## src/hw/rtl/gbpv_pkg.sv

```systemverilog
// Shared types and constants for the planar glyph blitter.
package gbpv_pkg;

   // Operation codes carried in the request's operation field.
   localparam logic OP_DRAW = 1'b0;
   localparam logic OP_LOAD = 1'b1;

   // Printable character range held in the font store.
   localparam logic [7:0] FIRST_CODE = 8'h20;
   localparam logic [7:0] FINAL_CODE = 8'h7F;

   // Font store geometry: 96 glyphs of 8 rows.
   localparam logic [9:0] FONT_DEPTH = 10'd768;
   localparam int FONT_ADDR_W = 10;
   localparam logic [2:0] LAST_ROW = 3'd7;

   // Command queue between the front and back parts.
   localparam int QUEUE_DEPTH = 4;
   localparam int QUEUE_PTR_W = $clog2(QUEUE_DEPTH);

   // Request transaction payload.
   typedef struct packed {
      logic       operation;
      logic [9:0] pos_x;
      logic [9:0] pos_y;
      logic [7:0] char_code;
      logic [3:0] colour;
      logic [9:0] font_index;
      logic [7:0] font_bits;
   } req_type;

   // Response transaction payload: one merged byte write.
   typedef struct packed {
      logic [15:0] plane_addr;
      logic [7:0]  pixel_mask;
      logic [3:0]  plane_values;
      logic        last;
   } rsp_type;

   // Classified command passed from the front to the back.
   typedef struct packed {
      logic                   is_load;
      logic [FONT_ADDR_W-1:0] font_addr;
      logic [7:0]             font_data;
      logic [6:0]             glyph;
      logic [2:0]             shift;
      logic [7:0]             col_mask0;
      logic [7:0]             col_mask1;
      logic [10:0]            pos_y;
      logic [15:0]            offset;
      logic [3:0]             colour;
   } entry_type;

endpackage

```

## src/hw/rtl/gbpv_front.sv

```systemverilog
// Front part: accepts requests, drops ones with no effect and precomputes draw geometry.
module gbpv_front
   import gbpv_pkg::*;
#(
   parameter int SCREEN_WIDTH = 640
) (
   input  logic      clock,
   input  logic      reset,
   input  logic      req_valid,
   output logic      req_stall,
   input  req_type   req_data,
   input  logic      q_full,
   output logic      q_push,
   output entry_type q_entry
);

   localparam logic [10:0] WIDTH_LIM = 11'(SCREEN_WIDTH);
   localparam logic [7:0]  ROW_BYTES = 8'((SCREEN_WIDTH + 7) / 8);

   logic        keep;
   logic [7:0]  bcol0;
   logic [7:0]  bcol1;
   logic [7:0]  col_mask0;
   logic [7:0]  col_mask1;
   logic [17:0] row_base;

   // Loads beyond the store and draws of unprintable codes are dropped here.
   always_comb begin
      case (req_data.operation)
         OP_LOAD: keep = req_data.font_index < FONT_DEPTH;
         OP_DRAW: keep = req_data.char_code inside {[FIRST_CODE:FINAL_CODE]};
         default: keep = 1'b0;
      endcase
   end

   // Byte columns covered by the glyph cell and the pixels left of the right edge.
   assign bcol0 = {1'b0, req_data.pos_x[9:3]};
   assign bcol1 = bcol0 + 8'd1;

   always_comb begin
      for (int k = 0; k < 8; k++) begin
         col_mask0[7-k] = {bcol0, 3'(k)} < WIDTH_LIM;
         col_mask1[7-k] = {bcol1, 3'(k)} < WIDTH_LIM;
      end
   end

   // Byte offset of the first byte of the top glyph row.
   assign row_base = 18'(req_data.pos_y) * 18'(ROW_BYTES);

   always_comb begin
      q_entry           = '0;
      q_entry.is_load   = req_data.operation == OP_LOAD;
      q_entry.font_addr = req_data.font_index;
      q_entry.font_data = req_data.font_bits;
      q_entry.glyph     = 7'(req_data.char_code - FIRST_CODE);
      q_entry.shift     = req_data.pos_x[2:0];
      q_entry.col_mask0 = col_mask0;
      q_entry.col_mask1 = col_mask1;
      q_entry.pos_y     = {1'b0, req_data.pos_y};
      q_entry.offset    = row_base[15:0] + 16'(bcol0);
      q_entry.colour    = req_data.colour;
   end

   // A transaction is taken whenever the queue has room.
   assign req_stall = q_full;
   assign q_push    = req_valid && keep && !q_full;

   // Every pushed command was accepted from the request channel.
   a_push_accepted: assert property (@(posedge clock) disable iff (reset)
      q_push |-> req_valid && !req_stall)
      else $error("front pushed a command without accepting a transaction");

   a_load_in_range: assert property (@(posedge clock) disable iff (reset)
      q_push && q_entry.is_load |-> q_entry.font_addr < FONT_DEPTH)
      else $error("front pushed a load beyond the font store");

   a_draw_code_ok: assert property (@(posedge clock) disable iff (reset)
      q_push && !q_entry.is_load |-> q_entry.glyph <= 7'd95)
      else $error("front pushed a draw of an unprintable code");

endmodule

```

## config.mk

```make
export PLATFORM = sky130hd
export DESIGN_NAME = gbpv_front
export DESIGN_NICKNAME = d
export VERILOG_FILES = /design/src/hw/rtl/gbpv_pkg.sv /design/src/hw/rtl/gbpv_front.sv
export SDC_FILE = /design/constraint.sdc
export NUM_CORES = 1
export LEC_CHECK = 0
export ABC_AREA = 1
export BUFFER_PORTS_ARGS = -buffer_cell sky130_fd_sc_hd__buf_2
export CAP_MARGIN = 10
export CORE_MARGIN = 3
export CORE_UTILIZATION = 42
export DETAILED_ROUTE_END_ITERATION = 16
export PLACE_DENSITY_LB_ADDON = 0.2
export SETUP_SLACK_MARGIN = 0.05
export SLEW_MARGIN = 0
export SYNTH_ARGS = -nofsm -noshare
export SYNTH_HDL_FRONTEND = slang
export SYNTH_SLANG_ARGS = --single-unit
```

## constraint.sdc

```tcl
create_clock -name vclk -period 5.32
set_clock_uncertainty 0.2 [all_clocks]
set_input_delay 1.064 -clock vclk [all_inputs]
set_output_delay 1.064 -clock vclk [all_outputs]
set_load 0.005 [all_outputs]
```

* Yosys cells after proc, flatten, opt, wreduce, memory -nomap -nowiden
Index checks and enable logic that the tools add are counted.
Word-level totals: bits in registers 0, logic and storage cells 29, output and inout port bits 78, input bits 55
Operators by class: multipliers 1, magnitude comparators 19, reductions and logical operators 4, $add $sub $neg 3, bitwise operators 1, multiplexer cells 1
Operator list (count):
- 10-bit less-than comparator, second input constant | 9
- 11-bit by 10-bit less-than comparator with 1-bit output, second input constant | 8
- 16-bit by 7-bit adder with 16-bit output | 1
- 10-bit by 3-bit multiplier with 12-bit output, second input constant | 1
- 7-bit by 1-bit adder with 8-bit output, second input constant | 1
- 8-bit by 6-bit >= comparator with 1-bit output, second input constant | 1
- 8-bit by 7-bit <= comparator with 1-bit output, second input constant | 1
- 7-bit by 6-bit subtractor with 7-bit output, second input constant | 1
- 1-bit logical AND | 3
- 1-bit one-hot mux with 2 select lines | 1
- 1-bit zero test | 1
- 1-bit NOT | 1

* Logic depth before layout (Yosys ltp)
depth in word-level cells 5, gate-level depth with buffers 14, depth with buffers taken out 14

* Worst setup path after synthesis
OpenSTA, ideal clock, no wires.
path type input to output, start point in req_data[31] (netlist name), end point out q_entry[19] (netlist name), required time 4.056 ns, data arrival time 2.821 ns, stages on the path 12, path buffers 0, setup slack 1.235 ns, cells stage by stage ha_1 > ha_1 > inv_1 > fa_1 > nor2_4 > nand2_1 > a21oi_2 > nand2_2 > nor2_4 > nand2_1 > nand2_1 > nand2_1
RTL lines:
- from (decl) | line gbpv_front.sv:11 | input req_type req_data,
- to (decl) | line gbpv_front.sv:14 | output entry_type q_entry

==> results.cfg <==
[cells_and_area]
nFlopsAndLatches = 0
num-clock-buffers = 0
fillers = 361
drive_above_1_share = 0.4087
syn_to_final_growth_pct = -2.324
n_antenna_cell = 0
seqCellArea_um2 = 0
fin_cells = 274
final_nets = 308

[timing]
maxSlewViolCount = 0
setup_violations = 0
finalCriticalPeriod_ns = 4.419
setup_ws_ns = 0.9014
worstMarginPinSlew_ns = 0.6473
hold_violations = 0
max_freq_mhz = 226.3
setup_tns_ns = 0
slew-limit-headroom = 0.5639
finalCritPeriodShare = 0.8306
rsz0062_at_grt = false

[placed_design]
port_buffers = 74
dp_slack_ns = 0.8758
dp.cells = 274
hpwl_um = 2274
gp_congestion = 0.8064

[worst_setup_path]
cp.required_ns = 4.06
crit_path_max_fanout = 4
endpoint_kind = output pin
critical_path_class = in -> out
crit_arrival_ns = 3.15
cp-start-kind = primary input

[run_status]
status = finished clean

[floorplan]
die_h_um = 63.74
core_mm2 = 0.003128
start_util = 0.4476
core.rowCount = 20
io_pins = 133
die_w_um = 63.74
dieArea_mm2 = 0.004062

[global_route]
antenna_found_initial = 0
grt_pass1_wl_um = 4236
overflow = 0
track_usage = 0.1176
grt_pass1_vias = 1040
grt_start_max_net_pins = 10

[pwr]
ir_worst_vdd_uv = 37.44
powerDensity_mw_per_mm2 = 128.8
p_leak_nw = 0.8658

[drt]
drt_pre_antenna_iters = 4
drt_iter0_drc = 25
postRouteAntennaNets = 0
drt-total-wl_um = 2470
wl_per_cell_um = 9.015
drc = 0
viasPerCell = 4.274
via_count = 1171

[logic_synthesis]
yosys-top-cells-count = 61 x buf_4, 51 x nand2_1, 27 x inv_1, 19 x ha_1, 9 x nand3_1
synth.net_count = 293
synth.most_common_cell = buf_4
synth_area_leader_cell = buf_4
ys_types = 28
synthesis.area_mm2 = 0.001400
syn_inst = 217
avgSynthCellArea_um2 = 6.452
synth_top_area_frac = 0.3271
synth-warning-count = 0
ys_seq_area_frac = 0
synth_area_leaders = buf_4 33%, ha_1 17%, nand2_1 14%

[min_path]
hp-class = in -> out

[clock_network]
cts-resized-gates = 0
cts_hold_buf = 0
cts_setup_buffers = 0

[run]
drv_cap = 0
[routing by layer]
metal  GRT usage  wire length, um
met5           0                0
met4     0.02695               42
met3     0.01757              250
met2      0.2021             1022
met1      0.1538             1155
[path summary, 6_finish.rpt]
kind	startpoint	end	slack, ns	cells after the start
min	req_data[41]	q_entry[48]	1.93	0
max	req_data[31]	q_entry[19]	0.90	14
[worst max-delay path, stage by stage]
cell and delay [ns]:
buf_2 0.12, ha_1 0.29, ha_1 0.23, inv_1 0.08
fa_1 0.46, nor2_4 0.16, nand2_1 0.09, a21oi_2 0.17
nand2_2 0.11, nor2_4 0.13, nand2_1 0.06, nand2_1 0.05
nand2_1 0.04, buf_2 0.11
[stage by stage]
| stage | utilization | hold WS [ns] | instance area [um^2] | power, mW |
|---|---|---|---|---|
| 5_1_grt | 0.4372 | 1.928 | 1368 | 0.2034 |
| 6_report | 0.4372 | 1.928 | 1368 | 0.1762 |
| 2_1_floorplan | - | 1.955 | 1400 | 0.1514 |
| 4_1_cts | 0.4372 | 1.928 | 1368 | 0.1800 |
| 3_5_place_dp | 0.4372 | 1.928 | 1368 | 0.1792 |
| 3_3_place_gp | 0.4372 | 1.928 | 1368 | 0.1783 |
[logic make-up after synthesis]
group | after synthesis | synth area share
compound gates | 12 | 0.05540
xor+xnor | 7 | 0.04379
fa+ha+maj | 21 | 0.1984
buf+inv | 93 | 0.4129
other cells | 1 | 0.002678
simple gates | 83 | 0.2869
[layout by cell type, fill, tap and decap left out, types with 2 or more instances in the layout]
| cell | synthesis | layout |
|---|---|---|
| nand2_2 | 5 | 5 |
| ha_1 | 19 | 19 |
| buf_2 | 0 | 74 |
| o21a_1 | 2 | 2 |
| nand4_1 | 2 | 2 |
| nor2_4 | 2 | 2 |
| nand3b_1 | 2 | 2 |
| inv_1 | 27 | 27 |
| nand3_1 | 9 | 9 |
| nand3_2 | 2 | 2 |
| xnor2_1 | 2 | 2 |
| nor2_1 | 5 | 5 |
| a21oi_1 | 4 | 4 |
| xor2_1 | 5 | 5 |
| nand2_1 | 51 | 51 |
| inv_2 | 5 | 5 |
| fa_1 | 2 | 2 |
| nor2_2 | 2 | 2 |
[layout make-up]
cell class         instances  area (um^2)  area share
repair buffers            74        370.4      0.2708
well taps                 44        55.05     0.04026
multi-input cells        124        822.0      0.6011
inverters                 32        120.1     0.08783
[where the power goes]
part           switching, mW  internal [mW]  leakage, nW  total [mW]
clock network              0              0            0           0
logic                 0.0981         0.0781        0.866       0.176
registers                  0              0            0           0
total                 0.0981         0.0781        0.866       0.176
Power figures use the tool's default switching activity.
