$ cat src/hw/rtl/gbpv_pkg.sv
// Shared types and constants for the planar glyph blitter.
package gbpv_pkg;

   // Operation codes carried in the request's operation field.
   localparam logic OP_DRAW = 1'b0;
   localparam logic OP_LOAD = 1'b1;

   // Printable character range held in the font store.
   localparam logic [7:0] FIRST_CODE = 8'h20;
   localparam logic [7:0] FINAL_CODE = 8'h7F;

   // Font store geometry: 96 glyphs of 8 rows.
   localparam logic [9:0] FONT_DEPTH = 10'd768;
   localparam int FONT_ADDR_W = 10;
   localparam logic [2:0] LAST_ROW = 3'd7;

   // Command queue between the front and back parts.
   localparam int QUEUE_DEPTH = 4;
   localparam int QUEUE_PTR_W = $clog2(QUEUE_DEPTH);

   // Request transaction payload.
   typedef struct packed {
      logic       operation;
      logic [9:0] pos_x;
      logic [9:0] pos_y;
      logic [7:0] char_code;
      logic [3:0] colour;
      logic [9:0] font_index;
      logic [7:0] font_bits;
   } req_type;

   // Response transaction payload: one merged byte write.
   typedef struct packed {
      logic [15:0] plane_addr;
      logic [7:0]  pixel_mask;
      logic [3:0]  plane_values;
      logic        last;
   } rsp_type;

   // Classified command passed from the front to the back.
   typedef struct packed {
      logic                   is_load;
      logic [FONT_ADDR_W-1:0] font_addr;
      logic [7:0]             font_data;
      logic [6:0]             glyph;
      logic [2:0]             shift;
      logic [7:0]             col_mask0;
      logic [7:0]             col_mask1;
      logic [10:0]            pos_y;
      logic [15:0]            offset;
      logic [3:0]             colour;
   } entry_type;

endpackage

$ cat src/hw/rtl/gbpv_queue.sv
// Command queue that decouples the front part from the back part.
module gbpv_queue
   import gbpv_pkg::*;
(
   input  logic      clock,
   input  logic      reset,
   input  logic      push,
   input  entry_type push_entry,
   output logic      full,
   input  logic      pop,
   output logic      empty,
   output entry_type head
);

   entry_type              slot_ff [QUEUE_DEPTH];
   logic [QUEUE_PTR_W-1:0] wr_ptr_ff;
   logic [QUEUE_PTR_W-1:0] wr_ptr_in;
   logic [QUEUE_PTR_W-1:0] rd_ptr_ff;
   logic [QUEUE_PTR_W-1:0] rd_ptr_in;
   logic [QUEUE_PTR_W:0]   count_ff;
   logic [QUEUE_PTR_W:0]   count_in;

   assign full  = count_ff == (QUEUE_PTR_W+1)'(QUEUE_DEPTH);
   assign empty = count_ff == '0;
   assign head  = slot_ff[rd_ptr_ff];

   // Pointer and fill count update.
   always_comb begin
      wr_ptr_in = wr_ptr_ff;
      rd_ptr_in = rd_ptr_ff;
      count_in  = count_ff;
      if (push) begin
         wr_ptr_in = wr_ptr_ff + QUEUE_PTR_W'(1);
      end
      if (pop) begin
         rd_ptr_in = rd_ptr_ff + QUEUE_PTR_W'(1);
      end
      if (push && !pop) begin
         count_in = count_ff + (QUEUE_PTR_W+1)'(1);
      end else if (pop && !push) begin
         count_in = count_ff - (QUEUE_PTR_W+1)'(1);
      end
   end

   always_ff @(posedge clock) begin
      if (reset) begin
         wr_ptr_ff <= '0;
         rd_ptr_ff <= '0;
         count_ff  <= '0;
      end else begin
         wr_ptr_ff <= wr_ptr_in;
         rd_ptr_ff <= rd_ptr_in;
         count_ff  <= count_in;
      end
   end

   // Entry storage.
   always_ff @(posedge clock) begin
      if (push) begin
         slot_ff[wr_ptr_ff] <= push_entry;
      end
   end

   a_no_overflow: assert property (@(posedge clock) disable iff (reset)
      full |-> !push)
      else $error("queue pushed while full");

   a_no_underflow: assert property (@(posedge clock) disable iff (reset)
      empty |-> !pop)
      else $error("queue popped while empty");

   a_count_bound: assert property (@(posedge clock) disable iff (reset)
      count_ff <= (QUEUE_PTR_W+1)'(QUEUE_DEPTH))
      else $error("queue count beyond depth");

endmodule

$ cat config.mk
export PLATFORM = sky130hd
export DESIGN_NAME = gbpv_queue
export DESIGN_NICKNAME = d
export VERILOG_FILES = /design/src/hw/rtl/gbpv_pkg.sv /design/src/hw/rtl/gbpv_queue.sv
export SDC_FILE = /design/constraint.sdc
export NUM_CORES = 1
export LEC_CHECK = 0
export BUFFER_PORTS_ARGS = -buffer_cell sky130_fd_sc_hd__buf_2
export CORE_ASPECT_RATIO = 1.2
export CORE_MARGIN = 2
export CORE_UTILIZATION = 45
export CTS_CLUSTER_DIAMETER = 60
export DETAILED_ROUTE_END_ITERATION = 8
export HOLD_SLACK_MARGIN = 0.08
export PLACE_DENSITY = 0.7
export SETUP_SLACK_MARGIN = 0.02
export SLEW_MARGIN = 10
export SYNTH_ARGS = -nofsm -noshare
export SYNTH_HDL_FRONTEND = slang
export SYNTH_SLANG_ARGS = --single-unit
$ cat constraint.sdc
create_clock -name clock -period 3 [get_ports clock]
set_input_delay 0.6 -clock clock [delete_from_list [all_inputs] [get_ports clock]]
set_output_delay 0.6 -clock clock [all_outputs]
set_load 0.02 [all_outputs]
# --- Word level (Yosys, flattened, before mapping) ---
# Memories as Yosys holds them, arrays and structs flattened. A register that Yosys moved wholly into a read port is not among the register bits.
# Cells that the tools add are included.
op_classes:
  n_mul: 0
  eq_ne: 1
  reduce_logical: 6
  bitwise_logic: 0
  n_addsub: 4
  n_div: 0
  n_lt_le_gt_ge: 0
  shifts: 0
  mux: 6
ops:
  columns: ["cell", "n"]
  rows:
  - ["$mux W3", 2]
  - ["$add A2 B1 Y2 const B", 2]
  - ["$mux W2", 2]
  - ["$add A3 B1 Y3 const B", 1]
  - ["$eq A3 B3 Y1 const B", 1]
  - ["$logic_not A3 Y1", 1]
  - ["$sub A3 B1 Y3 const B", 1]
  - ["$logic_and A1 B1 Y1", 2]
  - ["$logic_not A1 Y1", 2]
  - ["$mux W1", 2]
  - ["$reduce_bool A2 Y1", 1]
word_totals:
  mem_bits_rw: 304
  mem_count: 1
  output_inout_bits: 78
  inputBits: 80
  rom_bits: 0
  latch_bits: 0
  ff_bits: 7
  elab_cells: 21
memory_table:
  columns: ["memory", "depth", "width", "read_ports", "rd_clocked_by_memory_dff", "write_ports", "line", "source"]
  rows:
  - ["slot_ff", 4, 76, 1, 1, 1, "gbpv_queue.sv:15", "entry_type slot_ff [QUEUE_DEPTH];"]

# --- Logic depth before layout (Yosys ltp) ---
depth:
  ltp_word: 4
  depth_mapped: 7
  depth_no_buf: 7

# --- Least setup slack after synthesis ---
# Ideal clock, no wire load.
synth_timing:
  kind: "input -> register"
  startpoint: "input port push"
  endpoint: "memory slot_ff[0][0] (netlist bit) (enable)"
  arrival_time_ps: 2374
  cell_stages: 1
  setup_time_ps: 442
  required_time_ps: 2558
  path_slack_ps: 184
  cell_sequence: "and2_1"
synth_between:
  elab_chain_len: 2
synth_lines:
  columns: ["element", "line", "source"]
  rows:
  - ["start, declared", "gbpv_queue.sv:7", "input logic push,"]
  - ["$mux W1", "gbpv_queue.sv:59", "if (push) begin"]
  - ["$mux W1 (implied by the code)", "gbpv_queue.sv:60", "slot_ff[wr_ptr_ff] <= push_entry;"]
  - ["end, declared", "gbpv_queue.sv:15", null]
# Every way passes these cells.

==> results.sh <==
export IMPL_clkSlewWorstSetupHoldPaths_ps=70
export IMPL_fin_cells=973
export IMPL_relSlewSlack_pct=65.69
export IMPL_syn2layout_area_growth_pct=20.44
export IMPL_fin_setup_tns_ps=0
export IMPL_regToRegSetupSlack_ps=1200
export IMPL_die_width_um=149.6
export IMPL_via_per_inst=5.276
export IMPL_period_needed_ps=2749
export IMPL_finalCritPeriodShare_pct=91.62
export IMPL_overflow=0
export IMPL_postRouteAntennaNets=0
export IMPL_drt_wl_total_um=20340
export IMPL_p_leak_nw=4.656
export IMPL_hold_violations=0
export IMPL_clock_latency_ps=540
export IMPL_grt_pass1_vias=5589
export IMPL_fin_nets=708
export IMPL_die_h_um=178.7
export IMPL_synth_seq_cells=313
export IMPL_totalPowerFinal_mw=10.32
export IMPL_antenna_found_initial=2
export IMPL_core_area_um2=24830
export IMPL_syn_area_per_cell_um2=25.94
export IMPL_yosys_warnings=0
export IMPL_die_area_um2=26720
export IMPL_cts_buffers=30
export IMPL_initial_core_util_pct=46.07
export IMPL_vias=5134
export IMPL_cp_required_ps=2400
export IMPL_track_usage_pct=15.65
export IMPL_worst_pin_slew_ps=514.7
export IMPL_drt_initial_drc_count=225
export IMPL_htree_levels=1
export IMPL_clk_path_buf_depth=3
export IMPL_syn_area_um2=11440
export IMPL_place_ws_ps=759.1
export IMPL_synth_top_area_share_pct=79.80
export IMPL_grt_max_degree=51
export IMPL_dp_cells=915
export IMPL_grt_pass1_wl_um=31780
export IMPL_clock_sinks=313
export IMPL_crit_type="flip-flop to primary output"
export IMPL_cts_root_buf="clkbuf_16"
export IMPL_setup_viol_count_final=0
export IMPL_synthCells=441
export IMPL_io_pins=158
export IMPL_drtPass1Iterations=4
export IMPL_synth_ff_type="edfxtp_1"
export IMPL_drc=0
export IMPL_cts_resized=0
export IMPL_finalMaxSlewViolations=0
export IMPL_seq_area_frac_synth_pct=81.37
export IMPL_synth_most_common_cell="edfxtp_1"
export IMPL_yosysTopAreaCell="edfxtp_1"
export IMPL_critPathMaxFanout=29
export IMPL_max_freq_mhz=363.8
export IMPL_rows=63
export IMPL_endpoint_kind="primary output"
export IMPL_max_cap_violations=0
export IMPL_hold_buffers=0
export IMPL_io_buffer_count=157
export IMPL_cts_tree="yes"
export IMPL_hold_path_class="input pin to flip-flop"
export IMPL_rsz0062_at_grt="no"
export IMPL_synth_commonest_cells="304 x edfxtp_1, 76 x mux4_2, 9 x dfxtp_1, 7 x nor2_1"
export IMPL_skew_ps=10.00
export IMPL_post_cts_buffers=0
export IMPL_layout_setup_ws_ps=251.3
export IMPL_synth_edf_count=304
export IMPL_synth_nets=527
export IMPL_worstSetupStartpointType="flip-flop"
export IMPL_whs_ps=277.7
export IMPL_synth_cell_types=23
export IMPL_synth_top_cells_by_area="edfxtp_1 80%, mux4_2 15%, dfxtp_1 1.6%"
export IMPL_drive_above_1_share_pct=46.44
export IMPL_dp_hpwl_um=12510
export IMPL_place_gp_congestion=0.7376
export IMPL_status="finished, final reports clean"
export IMPL_power_density_nw_per_um2=748.8
export IMPL_ys_async_sr_fraction_pct=0
export IMPL_wl_per_cell_um=20.91
export IMPL_cp_arrival_ps=2150
export IMPL_irDropWorstVdd_v=0.0005228
==> path summary, 6_finish.rpt <==
| path | depth (start not counted) | endpoint | from |
|---|---|---|---|
| min reg2reg | 2 | count_ff[2] | count_ff[2] |
| min | 1 | slot_ff[2][50] | push_entry[50] |
| max | 3 | head[26] | flip-flop |
| max reg2reg | 3 | slot_ff[3][22] | wr_ptr_ff[0] |
==> cell families after synthesis <==
kind of cell / synth area share [%]
simple gates: 0.6453
xor+xnor: 0.3829
mux: 15.14
fa+ha+maj: 0.7219
compound gates: 0.08741
buf+inv: 1.651
flops: 81.37
==> through the flow <==
stage	instance area [µm²]	utilization, %
final	13780	55.49
after global routing	13780	55.49
after CTS	13770	55.47
after detailed placement	12640	50.90
after global placement	12640	50.90
after floorplan	11440	-
==> registers in the layout, indices dropped and copies added (netlist names), named ones only <==
name,cells
rd_ptr_ff,2
slot_ff,304
count_ff,3
wr_ptr_ff,2
==> cells in the final DEF (no fill, tap or decap), types with 5 or more instances in the layout <==
cell type,count
buf_2,157
buf_12,7
edfxtp_1,304
ha_1,5
nor2_1,7
dfxtp_1,7
clkinv_2,6
clkbuf_16,31
mux4_2,76
bufinv_16,9
==> critical path, cell delays in order (launching register included) <==
cell     delay [ps]
dfxtp_4         560
buf_12          300
mux4_2          550
buf_2           180
==> layer usage <==
| layer | routed length [µm] | vias to the layer above | track usage, % |
|---|---|---|---|
| met3 | 1226 | 27 | 3.333 |
| met5 | 0 | - | 0 |
| li1 | - | 2254 | - |
| met4 | 345 | 0 | 4.444 |
| met2 | 10790 | 171 | 27.43 |
| met1 | 7981 | 2682 | 19.80 |
==> report_power, final <==
part	total [mW]	switching, mW	internal (mW)	leakage (nW)
combinational	1.02	0.592	0.431	1.24
clock	4.19	1.54	2.65	0.549
sequential	5.10	0.0806	5.02	2.87
total	10.3	2.21	8.10	4.66
==> final cells by class <==
class / count / area (µm²)
diodes: 2 / 5.005
fillers: 1908 / 11050
multi-input cells: 106 / 1952
flip-flops and latches: 313 / 9316
inverters: 4 / 15.01
well taps: 325 / 406.6
repair buffers: 167 / 948.4
clock buffers: 32 / 779.5
clock inverters: 24 / 355.3
Note: power is estimated with default switching activity, not from simulation.
